--- src/sv/i2cms_pkg.sv ---
`timescale 1ns / 1ps
`default_nettype none

package i2cms_pkg;

    localparam int MAX_BYTES = 16;
    localparam int BUF_AW    = $clog2(MAX_BYTES);
    localparam int CNT_W     = $clog2(MAX_BYTES + 1);

    localparam int ADDR_W      = 7;
    localparam int CFG_IDX_W   = 1;
    localparam int IN_TDATA_W  = 24;
    localparam int IN_TUSER_W  = 3;
    localparam int OUT_TDATA_W = 16;

    localparam logic [IN_TUSER_W-1:0] MODE_TICK     = 3'd0;
    localparam logic [IN_TUSER_W-1:0] MODE_LOAD     = 3'd1;
    localparam logic [IN_TUSER_W-1:0] MODE_WRITE    = 3'd2;
    localparam logic [IN_TUSER_W-1:0] MODE_READ     = 3'd3;
    localparam logic [IN_TUSER_W-1:0] MODE_WRITE_RD = 3'd4;

    localparam logic [CFG_IDX_W-1:0] REG_SLAVE_ADDR_0 = 1'd0;
    localparam logic [CFG_IDX_W-1:0] REG_SLAVE_ADDR_1 = 1'd1;

    typedef struct packed {
        logic [IN_TUSER_W-1:0] mode;
        logic                  port_select;
        logic [7:0]            tx_byte;
        logic [CNT_W-1:0]      write_len;
        logic [CNT_W-1:0]      read_len;
        logic                  sda_in;
    } item_t;

    typedef struct packed {
        logic       scl_out;
        logic       sda_out;
        logic       sda_drive;
        logic       active_port;
        logic [7:0] rx_byte;
        logic       rx_valid;
        logic       busy_res;
        logic       done_res;
        logic       error_status;
    } res_t;

endpackage

`default_nettype wire

--- src/sv/i2cms_in_stage.sv ---
`timescale 1ns / 1ps
`default_nettype none

module i2cms_in_stage
    import i2cms_pkg::*;
(
    input  wire logic                  aclk,
    input  wire logic                  aresetn,
    input  wire logic                  s_tvalid,
    output logic                       s_tready,
    input  wire logic [IN_TDATA_W-1:0] s_tdata,
    input  wire logic [IN_TUSER_W-1:0] s_tuser,
    input  wire logic                  fire,
    output logic                       item_valid,
    output item_t                      item
);

    logic  valid_reg;
    logic  valid_next;
    item_t item_reg;
    item_t item_next;
    logic  accept;

    assign s_tready = !valid_reg || fire;
    assign accept   = s_tvalid && s_tready;

    always_comb begin
        item_next.mode        = s_tuser;
        item_next.port_select = s_tdata[0];
        item_next.tx_byte     = s_tdata[8:1];
        item_next.write_len   = s_tdata[13:9];
        item_next.read_len    = s_tdata[18:14];
        item_next.sda_in      = s_tdata[19];
        if (accept) begin
            valid_next = 1'b1;
        end else if (fire) begin
            valid_next = 1'b0;
        end else begin
            valid_next = valid_reg;
        end
    end

    always_ff @(posedge aclk) begin
        if (!aresetn) begin
            valid_reg <= 1'b0;
        end else begin
            valid_reg <= valid_next;
        end
        if (accept) begin
            item_reg <= item_next;
        end
    end

    assign item_valid = valid_reg;
    assign item       = item_reg;

endmodule

`default_nettype wire

--- src/sv/i2cms_seq.sv ---
`timescale 1ns / 1ps
`default_nettype none

module i2cms_seq
    import i2cms_pkg::*;
(
    input  wire logic                 aclk,
    input  wire logic                 aresetn,
    input  wire logic                 cfg_valid,
    input  wire logic [CFG_IDX_W-1:0] cfg_index,
    input  wire logic [ADDR_W-1:0]    cfg_data,
    input  wire logic                 fire,
    input  wire item_t                item,
    output res_t                      res
);

    localparam int PH_W = 4;
    localparam logic [PH_W-1:0] PH_IDLE     = 4'd0;
    localparam logic [PH_W-1:0] PH_START_W  = 4'd1;
    localparam logic [PH_W-1:0] PH_START_R  = 4'd2;
    localparam logic [PH_W-1:0] PH_TX_AW    = 4'd3;
    localparam logic [PH_W-1:0] PH_ACK_AW   = 4'd4;
    localparam logic [PH_W-1:0] PH_TX_AR    = 4'd5;
    localparam logic [PH_W-1:0] PH_ACK_AR   = 4'd6;
    localparam logic [PH_W-1:0] PH_TX_D     = 4'd7;
    localparam logic [PH_W-1:0] PH_ACK_D    = 4'd8;
    localparam logic [PH_W-1:0] PH_RX       = 4'd9;
    localparam logic [PH_W-1:0] PH_MACK     = 4'd10;
    localparam logic [PH_W-1:0] PH_STOP_OK  = 4'd11;
    localparam logic [PH_W-1:0] PH_STOP_ERR = 4'd12;

    localparam logic [1:0] KIND_WRITE    = 2'd1;
    localparam logic [1:0] KIND_READ     = 2'd2;
    localparam logic [1:0] KIND_WRITE_RD = 2'd3;

    localparam logic [CNT_W-1:0] MAX_CNT = CNT_W'(MAX_BYTES);

    logic [ADDR_W-1:0] addr0_reg, addr1_reg;
    logic [PH_W-1:0]   phase_reg, phase_next;
    logic [2:0]        unit_reg, unit_next;
    logic [3:0]        bit_reg, bit_next;
    logic [7:0]        shift_reg, shift_next;
    logic [CNT_W-1:0]  byte_reg, byte_next;
    logic [CNT_W-1:0]  load_reg, load_next;
    logic [CNT_W-1:0]  wlen_reg, wlen_next;
    logic [CNT_W-1:0]  rlen_reg, rlen_next;
    logic [1:0]        kind_reg, kind_next;
    logic              port_reg, port_next;
    logic [1:0]        status_reg, status_next;
    logic [7:0]        wbuf_reg [MAX_BYTES];

    logic              is_begin;
    logic              buf_we;
    logic [BUF_AW-1:0] rd_idx;
    logic [7:0]        rd_byte;
    logic [CNT_W-1:0]  byte_inc;
    logic [3:0]        bit_inc;
    logic [7:0]        rx_shift;
    logic [CNT_W-1:0]  wl_sat, rl_sat;
    logic [ADDR_W-1:0] cur_addr;
    logic [PH_W-1:0]   ph;
    logic [2:0]        u;
    logic              scl, sda, drv, rxv, busy, done;
    logic [7:0]        rxb;

    assign byte_inc = byte_reg + CNT_W'(1);
    assign bit_inc  = bit_reg + 4'd1;
    assign rx_shift = {shift_reg[6:0], item.sda_in};
    assign rd_idx   = (phase_reg == PH_ACK_D) ? byte_inc[BUF_AW-1:0] : '0;
    assign rd_byte  = wbuf_reg[rd_idx];
    assign wl_sat   = (item.write_len > MAX_CNT) ? MAX_CNT : item.write_len;
    assign rl_sat   = (item.read_len > MAX_CNT) ? MAX_CNT : item.read_len;
    assign is_begin = (phase_reg == PH_IDLE) && (item.mode == MODE_WRITE
                      || item.mode == MODE_READ || item.mode == MODE_WRITE_RD);
    assign buf_we   = (phase_reg == PH_IDLE) && (item.mode == MODE_LOAD)
                      && (load_reg < MAX_CNT);

    always_comb begin
        phase_next  = phase_reg;
        unit_next   = unit_reg;
        bit_next    = bit_reg;
        shift_next  = shift_reg;
        byte_next   = byte_reg;
        load_next   = load_reg;
        wlen_next   = wlen_reg;
        rlen_next   = rlen_reg;
        kind_next   = kind_reg;
        port_next   = port_reg;
        status_next = status_reg;
        scl  = 1'b1;
        sda  = 1'b1;
        drv  = 1'b1;
        rxv  = 1'b0;
        rxb  = 8'h00;
        busy = 1'b1;
        done = 1'b0;
        ph   = phase_reg;
        u    = unit_reg;

        if (buf_we) begin
            load_next = load_reg + CNT_W'(1);
        end
        if (is_begin) begin
            port_next = item.port_select;
            kind_next = 2'(item.mode - MODE_LOAD);
            wlen_next = (item.mode != MODE_READ) ? wl_sat : '0;
            rlen_next = (item.mode != MODE_WRITE) ? rl_sat : '0;
            byte_next = '0;
            load_next = '0;
            ph        = (item.mode == MODE_READ) ? PH_START_R : PH_START_W;
            u         = 3'd1;
        end else if (phase_reg == PH_IDLE) begin
            busy = 1'b0;
        end
        phase_next = ph;
        unit_next  = u;
        cur_addr   = port_next ? addr1_reg : addr0_reg;

        case (ph)
            PH_START_W, PH_START_R: begin
                scl = (u != 3'd0);
                sda = (u != 3'd2);
                if (u >= 3'd2) begin
                    shift_next = {cur_addr, (ph == PH_START_R)};
                    bit_next   = 4'd0;
                    phase_next = (ph == PH_START_R) ? PH_TX_AR : PH_TX_AW;
                    unit_next  = 3'd0;
                end else begin
                    unit_next = u + 3'd1;
                end
            end
            PH_TX_AW, PH_TX_AR, PH_TX_D: begin
                scl = (u == 3'd2);
                sda = shift_reg[7];
                if (u >= 3'd2) begin
                    shift_next = {shift_reg[6:0], 1'b0};
                    bit_next   = bit_inc;
                    unit_next  = 3'd0;
                    if (bit_inc >= 4'd8) begin
                        phase_next = ph + PH_W'(1);
                    end
                end else begin
                    unit_next = u + 3'd1;
                end
            end
            PH_ACK_AW, PH_ACK_AR, PH_ACK_D: begin
                scl = (u == 3'd2);
                drv = 1'b0;
                if (u < 3'd2) begin
                    unit_next = u + 3'd1;
                end else begin
                    unit_next = 3'd0;
                    if (item.sda_in) begin
                        status_next[port_reg] = 1'b0;
                        phase_next = PH_STOP_ERR;
                    end else if (ph == PH_ACK_AR) begin
                        byte_next = '0;
                        if (rlen_reg != '0) begin
                            shift_next = 8'h00;
                            bit_next   = 4'd0;
                            phase_next = PH_RX;
                        end else begin
                            phase_next = PH_STOP_OK;
                        end
                    end else begin
                        byte_next = (ph == PH_ACK_D) ? byte_inc : '0;
                        if (((ph == PH_ACK_D) ? byte_inc : '0) < wlen_reg) begin
                            shift_next = rd_byte;
                            bit_next   = 4'd0;
                            phase_next = PH_TX_D;
                        end else if (kind_reg == KIND_WRITE_RD) begin
                            phase_next = PH_START_R;
                        end else begin
                            phase_next = PH_STOP_OK;
                        end
                    end
                end
            end
            PH_RX: begin
                scl = (u != 3'd0);
                drv = 1'b0;
                if (u == 3'd0) begin
                    unit_next = 3'd1;
                end else begin
                    shift_next = rx_shift;
                    bit_next   = bit_inc;
                    unit_next  = 3'd0;
                    if (bit_inc >= 4'd8) begin
                        rxv        = 1'b1;
                        rxb        = rx_shift;
                        phase_next = PH_MACK;
                    end
                end
            end
            PH_MACK: begin
                scl = (u >= 3'd2);
                sda = (byte_inc >= rlen_reg);
                if (u >= 3'd3) begin
                    byte_next = byte_inc;
                    unit_next = 3'd0;
                    if (byte_inc < rlen_reg) begin
                        shift_next = 8'h00;
                        bit_next   = 4'd0;
                        phase_next = PH_RX;
                    end else begin
                        phase_next = PH_STOP_OK;
                    end
                end else begin
                    unit_next = u + 3'd1;
                end
            end
            PH_STOP_OK, PH_STOP_ERR: begin
                scl = (u >= 3'd2);
                sda = (u >= 3'd3);
                if (u >= 3'd3) begin
                    done = 1'b1;
                    if (ph == PH_STOP_OK) begin
                        status_next[port_reg] = 1'b1;
                    end
                    phase_next = PH_IDLE;
                    unit_next  = 3'd0;
                end else begin
                    unit_next = u + 3'd1;
                end
            end
            PH_IDLE: begin
            end
            default: begin
                phase_next = PH_IDLE;
                unit_next  = 3'd0;
            end
        endcase

        res.scl_out      = scl;
        res.sda_out      = drv ? sda : 1'b1;
        res.sda_drive    = drv;
        res.active_port  = port_next;
        res.rx_byte      = rxb;
        res.rx_valid     = rxv;
        res.busy_res     = busy;
        res.done_res     = done;
        res.error_status = !status_next[port_next];
    end

    always_ff @(posedge aclk) begin
        if (!aresetn) begin
            addr0_reg  <= '0;
            addr1_reg  <= '0;
            phase_reg  <= PH_IDLE;
            unit_reg   <= '0;
            bit_reg    <= '0;
            shift_reg  <= '0;
            byte_reg   <= '0;
            load_reg   <= '0;
            wlen_reg   <= '0;
            rlen_reg   <= '0;
            kind_reg   <= '0;
            port_reg   <= 1'b0;
            status_reg <= '0;
        end else begin
            if (cfg_valid && cfg_index == REG_SLAVE_ADDR_0) begin
                addr0_reg <= cfg_data;
            end
            if (cfg_valid && cfg_index == REG_SLAVE_ADDR_1) begin
                addr1_reg <= cfg_data;
            end
            if (fire) begin
                phase_reg  <= phase_next;
                unit_reg   <= unit_next;
                bit_reg    <= bit_next;
                shift_reg  <= shift_next;
                byte_reg   <= byte_next;
                load_reg   <= load_next;
                wlen_reg   <= wlen_next;
                rlen_reg   <= rlen_next;
                kind_reg   <= kind_next;
                port_reg   <= port_next;
                status_reg <= status_next;
            end
        end
    end

    always_ff @(posedge aclk) begin
        if (fire && buf_we) begin
            wbuf_reg[load_reg[BUF_AW-1:0]] <= item.tx_byte;
        end
    end

`ifndef SYNTHESIS
    a_done_to_idle: assert property (@(posedge aclk) disable iff (!aresetn)
        fire && res.done_res |=> phase_reg == PH_IDLE)
        else $error("stop finished but sequencer not idle");

    a_rx_to_mack: assert property (@(posedge aclk) disable iff (!aresetn)
        fire && res.rx_valid |=> phase_reg == PH_MACK)
        else $error("received byte not followed by master ack");

    a_busy_when_active: assert property (@(posedge aclk) disable iff (!aresetn)
        fire && phase_reg != PH_IDLE |-> res.busy_res)
        else $error("transfer unit reported not busy");

    a_counts_bounded: assert property (@(posedge aclk) disable iff (!aresetn)
        load_reg <= MAX_CNT && byte_reg <= MAX_CNT && bit_reg <= 4'd8)
        else $error("counter out of range");

    a_kind_wr_rd_len: assert property (@(posedge aclk) disable iff (!aresetn)
        kind_reg == KIND_READ && phase_reg != PH_IDLE |-> wlen_reg == '0)
        else $error("read transfer holds a write length");
`endif

endmodule

`default_nettype wire

--- src/sv/i2cms_out_stage.sv ---
`timescale 1ns / 1ps
`default_nettype none

module i2cms_out_stage
    import i2cms_pkg::*;
(
    input  wire logic                   aclk,
    input  wire logic                   aresetn,
    input  wire logic                   item_valid,
    input  wire res_t                   res,
    output logic                        fire,
    output logic                        m_tvalid,
    input  wire logic                   m_tready,
    output logic [OUT_TDATA_W-1:0]      m_tdata
);

    logic                   valid_reg;
    logic                   valid_next;
    logic [OUT_TDATA_W-1:0] data_reg;
    logic [OUT_TDATA_W-1:0] data_next;

    assign fire = item_valid && (!valid_reg || m_tready);

    always_comb begin
        data_next = {res.error_status, res.done_res, res.busy_res, res.rx_valid,
                     res.rx_byte, res.active_port, res.sda_drive, res.sda_out,
                     res.scl_out};
        if (fire) begin
            valid_next = 1'b1;
        end else if (m_tready) begin
            valid_next = 1'b0;
        end else begin
            valid_next = valid_reg;
        end
    end

    always_ff @(posedge aclk) begin
        if (!aresetn) begin
            valid_reg <= 1'b0;
        end else begin
            valid_reg <= valid_next;
        end
        if (fire) begin
            data_reg <= data_next;
        end
    end

    assign m_tvalid = valid_reg;
    assign m_tdata  = data_reg;

endmodule

`default_nettype wire

--- src/sv/i2c_master_sequencer.sv ---
`timescale 1ns / 1ps
`default_nettype none

// channel   dir  handshake           content
// s_        in   s_tvalid/s_tready   s_tuser mode, s_tdata fields of one time unit
// m_        out  m_tvalid/m_tready   m_tdata pin levels and status of that unit
// cfg_      in   cfg_valid/cfg_ready cfg_index register, cfg_data 7-bit address
//
// one word in, one word out; a word is held in the input register,
// the step logic runs between it and the output register, and a new word is taken
// every cycle while m_tready stays high
// aresetn (synchronous) returns the sequencer to idle, both ports flagged in error
// a stalled output holds its word and the input register, then s_tready drops
// cfg_ready is always high

module i2c_master_sequencer
    import i2cms_pkg::*;
(
    input  wire logic                   aclk,
    input  wire logic                   aresetn,
    // [0] port_select, [8:1] tx_byte, [13:9] write_len, [18:14] read_len,
    // [19] sda_in, [23:20] zero
    input  wire logic [IN_TDATA_W-1:0]  s_tdata,
    // [2:0] mode
    input  wire logic [IN_TUSER_W-1:0]  s_tuser,
    input  wire logic                   s_tvalid,
    output logic                        s_tready,
    // [0] scl_out, [1] sda_out, [2] sda_drive, [3] active_port, [11:4] rx_byte,
    // [12] rx_valid, [13] busy_res, [14] done_res, [15] error_status
    output logic [OUT_TDATA_W-1:0]      m_tdata,
    output logic                        m_tvalid,
    input  wire logic                   m_tready,
    input  wire logic                   cfg_valid,
    output logic                        cfg_ready,
    input  wire logic [CFG_IDX_W-1:0]   cfg_index,
    input  wire logic [ADDR_W-1:0]      cfg_data
);

    logic  fire;
    logic  item_valid;
    item_t item;
    res_t  res;

    assign cfg_ready = 1'b1;

    i2cms_in_stage u_in (
        .aclk       (aclk),
        .aresetn    (aresetn),
        .s_tvalid   (s_tvalid),
        .s_tready   (s_tready),
        .s_tdata    (s_tdata),
        .s_tuser    (s_tuser),
        .fire       (fire),
        .item_valid (item_valid),
        .item       (item)
    );

    i2cms_seq u_seq (
        .aclk      (aclk),
        .aresetn   (aresetn),
        .cfg_valid (cfg_valid),
        .cfg_index (cfg_index),
        .cfg_data  (cfg_data),
        .fire      (fire),
        .item      (item),
        .res       (res)
    );

    i2cms_out_stage u_out (
        .aclk       (aclk),
        .aresetn    (aresetn),
        .item_valid (item_valid),
        .res        (res),
        .fire       (fire),
        .m_tvalid   (m_tvalid),
        .m_tready   (m_tready),
        .m_tdata    (m_tdata)
    );

endmodule

`default_nettype wire

--- config.mk ---
export PLATFORM = sky130hd
export DESIGN_NAME = i2c_master_sequencer
export DESIGN_NICKNAME = d
export VERILOG_FILES = /design/src/sv/i2cms_pkg.sv /design/src/sv/i2cms_in_stage.sv /design/src/sv/i2cms_seq.sv /design/src/sv/i2cms_out_stage.sv /design/src/sv/i2c_master_sequencer.sv
export SDC_FILE = /design/constraint.sdc
export NUM_CORES = 1
export LEC_CHECK = 0
export ABC_AREA = 1
export BUFFER_PORTS_ARGS = -buffer_cell sky130_fd_sc_hd__buf_2
export CAP_MARGIN = 20
export CORE_ASPECT_RATIO = 1.5
export CORE_MARGIN = 5
export CORE_UTILIZATION = 41
export DETAILED_ROUTE_END_ITERATION = 6
export SYNTH_ARGS = -nofsm -noshare
export SYNTH_HDL_FRONTEND = slang
export SYNTH_HIERARCHICAL = 1
export SYNTH_SLANG_ARGS = --single-unit
--- constraint.sdc ---
create_clock -name aclk -period 9.95 [get_ports aclk]
set_clock_uncertainty 0.1 [all_clocks]
set_input_delay 0.4975 -clock aclk [delete_from_list [all_inputs] [get_ports aclk]]
set_output_delay 0.4975 -clock aclk [all_outputs]
set_load 0.02 [all_outputs]
==> results of run 1 <==
==> cell type report <==
| class | instances | share of cell area (%) |
|---|---|---|
| inverter | 111 | 3.54 |
| clock buffer | 27 | 5.34 |
| multi-input combinational | 741 | 31.3 |
| sequential | 227 | 52.5 |
| tap | 333 | 3.52 |
| timing repair buffer | 58 | 2.56 |
| clock inverter | 16 | 1.24 |
==> power by group through the flow <==
stage               Combinational [mW]  Clock, mW  Sequential, mW
floorplan                        0.143          0            1.09
global placement                 0.202          0            1.09
detailed placement               0.203          0            1.09
CTS                              0.205      0.899            1.07
global route                     0.231      0.941            1.07
finish                           0.204      0.878            1.07
==> worst max-delay path: cells and delay by family, from the launching register on <==
family / cells / cell delay, ns
AOI/OAI and AO/OA: 6 / 1.15
adders and majority gates: 3 / 0.77
buffers and inverters: 4 / 0.61
DFF: 1 / 0.42
and+or+nand+nor: 8 / 1.50
==> routing by layer <==
layer  GRT usage, %  share of wire (%)  vias up
li1               -                  -     3873
met1           19.9                 39     3647
met2           34.5                 54      193
met3           2.03                4.0       47
met4           7.51                3.4        0
met5              0                  0        -
==> cell usage after synthesis (5+ instances only) <==
library cell / number
clkbuf_1: 14
nand3_2: 5
nor2_1: 97
nand4_1: 14
a21oi_1: 40
o21ai_0: 63
o22ai_1: 6
inv_1: 94
nand2_2: 11
buf_4: 11
nor2_2: 5
o21ai_1: 10
edfxtp_1: 167
nand3_1: 141
nand2_1: 270
dfxtp_1: 60
a21oi_2: 5
buf_2: 10
buf_6: 6
inv_2: 14
ha_1: 27
==> cells by family after synthesis <==
kind of cell	count (synthesis)	synth area share, %
other	1	0.0354
multiplexers	1	0.0945
AO/OA/AOI/OAI	146	7.72
flip-flops	227	58.7
buffers and inverters	153	6.38
XOR/XNOR	3	0.248
AND/OR/NAND/NOR	563	23.6
adder cells (fa/ha/maj)	27	3.19
==> worst paths after layout <==
check,from,endpoint,cells after the start
worst max-delay path,u_in/item[21],u_seq/shift_reg[5],21
worst min-delay path,s_tdata[17],u_in/item[4],1
worst max register to register,u_in/item[21],u_seq/shift_reg[5],21
worst min register to register,u_seq/addr0_reg[3],u_seq/addr0_reg[3],2
==> results.toml, run 1 <==
[sta]
slew_headroom_pct = 31.5
final.setup.tns_ns = 0
period_minus_slack_ns = 4.65
worst_slack_ns = 5.30
rsz0062_at_grt = "false"
fmax_mhz = 215
max_slew.worst_pin.slew_ns = 1.02
period_share_pct = 46.7
maxSlewViolCount = 0
fin_hold_ws_ns = 0.0526
finalSetupViolations = 0
hold_viol = 0

[global_route]
antenna_found_initial = 0
grt_max_degree = 66
grt_remaining_overflow = 0
grt_pass1_wl_mm = 41.1
grt_pass1_vias = 7799
grt_use_total_pct = 18.0

[placed_design]
port_buffers = 53
place_hpwl_mm = 18.0
gp_congestion = 0.910
place_ws_ns = 5.26
place_inst = 1470
placed_cell_area_um2 = 11100

[worst_setup_path]
cp.arrival_ns = 4.96
path_cells = "inv_1 > ha_1 > o21ai_0 > nor2_2 > nand2_1 > o21ai_1 > ha_1 > inv_1 > nor2_1 > inv_1 > nor2_1 > ha_1 > a21oi_1 > o21a_1 > nand2_1 > o21ai_0 > nand3_2 > inv_2 > o21ai_0 > nor2_1 > nor2_1"
worst_ep_required_time_ns = 10.26
start_kind = "flip-flop"
reg2reg_slack_ns = 5.30
end_kind = "flip-flop"
crit_path_top_delay_cell = "edfxtp_1"
critical_path_class = "reg -> reg"
cpPeakStageDelay_ns = 0.42
crit_top_cell = "nor2_1"
path_max_fanout = 14

[yosys]
synth.distinct_cells = 47
synth-main-ff-cell = "edfxtp_1"
ys_seq_area_share_pct = 58.7
synth_edf_count = 167
syn_area_um2 = 10600
yosys_warnings = 6
yosys.area.top_type = "edfxtp_1"
syn_nets = 1188
avgSynthCellArea_um2 = 9.45
synthArstFlopShare_pct = 0
ys_ff_latch = 227
netlist_top_cells_area = "edfxtp_1, dfxtp_1, nand2_1"
synth_top_area_share_pct = 47.4
synthCells = 1121

[route]
wire_per_inst_um = 17.4
via_per_inst = 5.13
num_vias = 7760
first_pass_iters = 5
totalWireLength_mm = 26.3
drtAntennaViolNets = 0
drt-initial-drc-count = 473
drc = 0

[clocking]
postCtsHoldBufs = 0
numCtsBuffers = 24
path_clk_slew_ns = 0.07
clock_latency_ns = 0.52
clockBufferDepth = 3
htreeDepth = 1
cts_tree = "built"
cts_setup_buffers = 0
post_cts_resized = 0
cts-root-buf = "clkbuf_16"
clock-sinks = 227

[layout]
fin_area_um2 = 11800
final_cell_mix = "nand2_1, edfxtp_1, nand3_1, nor2_1, inv_1"
final_util_pct = 46.1
multiInputGateArea_um2 = 3710
diodes = 0
nets = 1230
final_cell_count_no_fill = 1513
mostFrequentLayoutCell = "nand2_1"
largest_reg_flops = 128
fillCellCount = 2433
regArea_um2 = 6220
area_growth_pct = 11.9
drive_gt1_share_pct = 12.8

[power_and_ir_drop]
powerDensity_nw_per_um2 = 182
clkPwrFrac_pct = 40.8
p_sw_mw = 0.532
swShare_pct = 24.7
fin_total_pwr_mw = 2.15
cellLeakagePower_nw = 4.70
internal-power_mw = 1.62
pwr-share-comb_pct = 9.5
peakVddDrop_uv = 106
pwr-share-seq_pct = 49.7

[floorplan]
die_y_um = 207
initial_utilization_pct = 41.2
pin_count = 59
core_um2 = 25700
die_w_um = 141
fp-row-count = 72
die_area_um2 = 29200

[flow_run]
maxCapViolations = 0

[status]
outcome = "finished clean"

[hold_path]
min-delay-path-class = "in -> reg"
Note: power is estimated with default switching activity, not from simulation.
==> run 2: changes to the inputs <==
==> constraint.sdc (replaced) <==
create_clock -name aclk -period 3.9 [get_ports aclk]
set_clock_uncertainty 0.1 [all_clocks]
set_input_delay 0.195 -clock aclk [delete_from_list [all_inputs] [get_ports aclk]]
set_output_delay 0.195 -clock aclk [all_outputs]
set_load 0.02 [all_outputs]
==> results.toml, run 2 (same netlist as run 1, synthesis figures left out) <==
[worst_setup_path]
path_max_fanout = 11
critical_path_class = "reg -> reg"
reg2reg_to = "u_seq/bit_reg[0]"
cp-endpoint = "u_seq/bit_reg[0]"
cp.arrival_ns = 3.92
worst_ep_required_time_ns = 4.24
reg2reg_from = "u_in/item[21]"
ff2ff_path_depth = 20
end_kind = "flip-flop"
crit_start = "u_in/item[21]"
start_kind = "flip-flop"
reg2reg_slack_ns = 0.31

[layout]
largest_reg_flops = 128
diodes = 0
fin_area_um2 = 12300
final_util_pct = 48.0
final_cell_mix = "nand2_1, edfxtp_1, nand3_1, nor2_1, inv_1"
nets = 1281
area_growth_pct = 16.5
mostFrequentLayoutCell = "nand2_1"
drive_gt1_share_pct = 14.1

[placed_design]
placed_cell_area_um2 = 11200
gp_congestion = 0.959
place_ws_ns = -0.0220
place_hpwl_mm = 19.5
port_buffers = 53

[sta]
period_minus_slack_ns = 3.59
slew_headroom_pct = 33.5
max_slew.worst_pin.slew_ns = 0.993
rsz0062_at_grt = "false"
fmax_mhz = 279
maxSlewViolCount = 0
worst_slack_ns = 0.312
period_share_pct = 92.0
fin_hold_ws_ns = 0.0508
finalSetupViolations = 0
hold_viol = 0

[clocking]
cts-root-buf = "clkbuf_16"
cts_tree = "built"
clock_latency_ns = 0.51
clockBufferDepth = 3
numCtsBuffers = 22
clock-sinks = 227
path_clk_slew_ns = 0.07
htreeDepth = 1

[global_route]
grt_pass1_vias = 8265
grt_use_total_pct = 19.2
grt_remaining_overflow = 0
grt_max_degree = 65
antenna_found_initial = 0
grt_pass1_wl_mm = 43.8

[power_and_ir_drop]
powerDensity_nw_per_um2 = 445
p_sw_mw = 1.37
internal-power_mw = 4.12
fin_total_pwr_mw = 5.49
pwr-share-seq_pct = 49.7
swShare_pct = 24.9
clkPwrFrac_pct = 39.6
pwr-share-comb_pct = 10.6
peakVddDrop_uv = 291
cellLeakagePower_nw = 4.93

[route]
first_pass_iters = 5
via_per_inst = 5.17
wire_per_inst_um = 17.9
drt-initial-drc-count = 491
drc = 0
num_vias = 8080
totalWireLength_mm = 28.0
drtAntennaViolNets = 0

[status]
outcome = "finished clean"

[floorplan]
initial_utilization_pct = 41.2
pin_count = 59
core_um2 = 25700
die_w_um = 141
die_area_um2 = 29200
die_y_um = 207
fp-row-count = 72

[hold_path]
min-delay-path-class = "in -> reg"

[flow_run]
maxCapViolations = 0
-- run 2: cell count changes in the layout (fill, tap and decap cells not counted), moves of 2 or more --
| cell | previous run | this run |
|---|---|---|
| o21ai_2 | 2 | 5 |
| clkbuf_16 | 25 | 27 |
| bufinv_16 | 2 | 0 |
| buf_4 | 5 | 22 |
| o21ai_0 | 63 | 61 |
| nor2_2 | 5 | 7 |
| inv_4 | 1 | 3 |
| nor2_1 | 97 | 95 |
| dlygate4sd3_1 | 0 | 36 |
| clkinv_4 | 2 | 0 |
-- run 2: repair_timing --
action / CTS / global route
setup endpoints to repair: 8 / 14
pin swaps: 0 / 0
endpoints found under the hold margin: 39 / 0
buffers inserted: 0 / 1
gates resized for setup: 1 / 9
hold buffers: 36 / 0
-- run 2: final cells by class --
cell class / instances / area (um2)
Clock buffer: 29 / 683
Clock inverter: 11 / 70.1
Fill cell: 2409 / 13300
Inverter: 111 / 422
Multi-Input combinational cell: 741 / 3730
Sequential cell: 227 / 6220
Tap cell: 333 / 417
Timing Repair Buffer: 111 / 791
-- run 2: worst max-delay path: stages, from the launching register on --
cell      delay (ns)
edfxtp_1        0.42
inv_1           0.13
ha_1            0.20
o21ai_2         0.08
nor2_2          0.17
nand2_2         0.11
o21ai_2         0.09
ha_2            0.21
inv_1           0.06
nor2_1          0.15
inv_1           0.12
nor2_2          0.15
ha_1            0.26
a21oi_1         0.20
o21a_1          0.14
nand2_1         0.10
o21ai_2         0.17
nand3_2         0.13
buf_4           0.20
or2_0           0.20
a21oi_1         0.11
-- run 2: metrics by stage --
step / std cells / TNS (ns)
floorplan: 1121 / 0
global placement: 1486 / 0
detailed placement: 1486 / -0.0489
CTS: 1562 / 0
global route: 1563 / 0
finish: 1563 / 0
-- run 2: worst min path at each step --
stage | startpoint | endpoint | slack [ns] | cells past startpoint
floorplan | s_tdata[19] | u_in/item[0] | 0.19 | 0
global placement | s_tdata[13] | u_in/item[10] | 0.27 | 1
detailed placement | s_tdata[17] | u_in/item[4] | 0.27 | 1
CTS | cfg_valid | u_seq/addr0_reg[6] | 0.03 | 5
global route | cfg_valid | u_seq/addr1_reg[1] | 0.11 | 3
finish | cfg_valid | u_seq/addr0_reg[6] | 0.05 | 5
-- run 2: per-layer routing --
metal / GRT usage (%) / routed length, um / up-vias / part of all wire [%]
li1: - / - / 3977 / -
met1: 20.1 / 10200 / 3836 / 37
met2: 37.4 / 15400 / 192 / 55
met3: 1.91 / 1020 / 75 / 3.7
met4: 9.97 / 1350 / 0 / 4.8
met5: 0 / 0 / - / 0
-- run 2: power by group through the flow --
stage | logic [mW] | registers (mW) | clock network, mW
floorplan | 0.365 | 2.77 | 0
global placement | 0.542 | 2.78 | 0
detailed placement | 0.547 | 2.79 | 0
CTS | 0.578 | 2.73 | 2.23
global route | 0.650 | 2.74 | 2.32
finish | 0.584 | 2.73 | 2.18
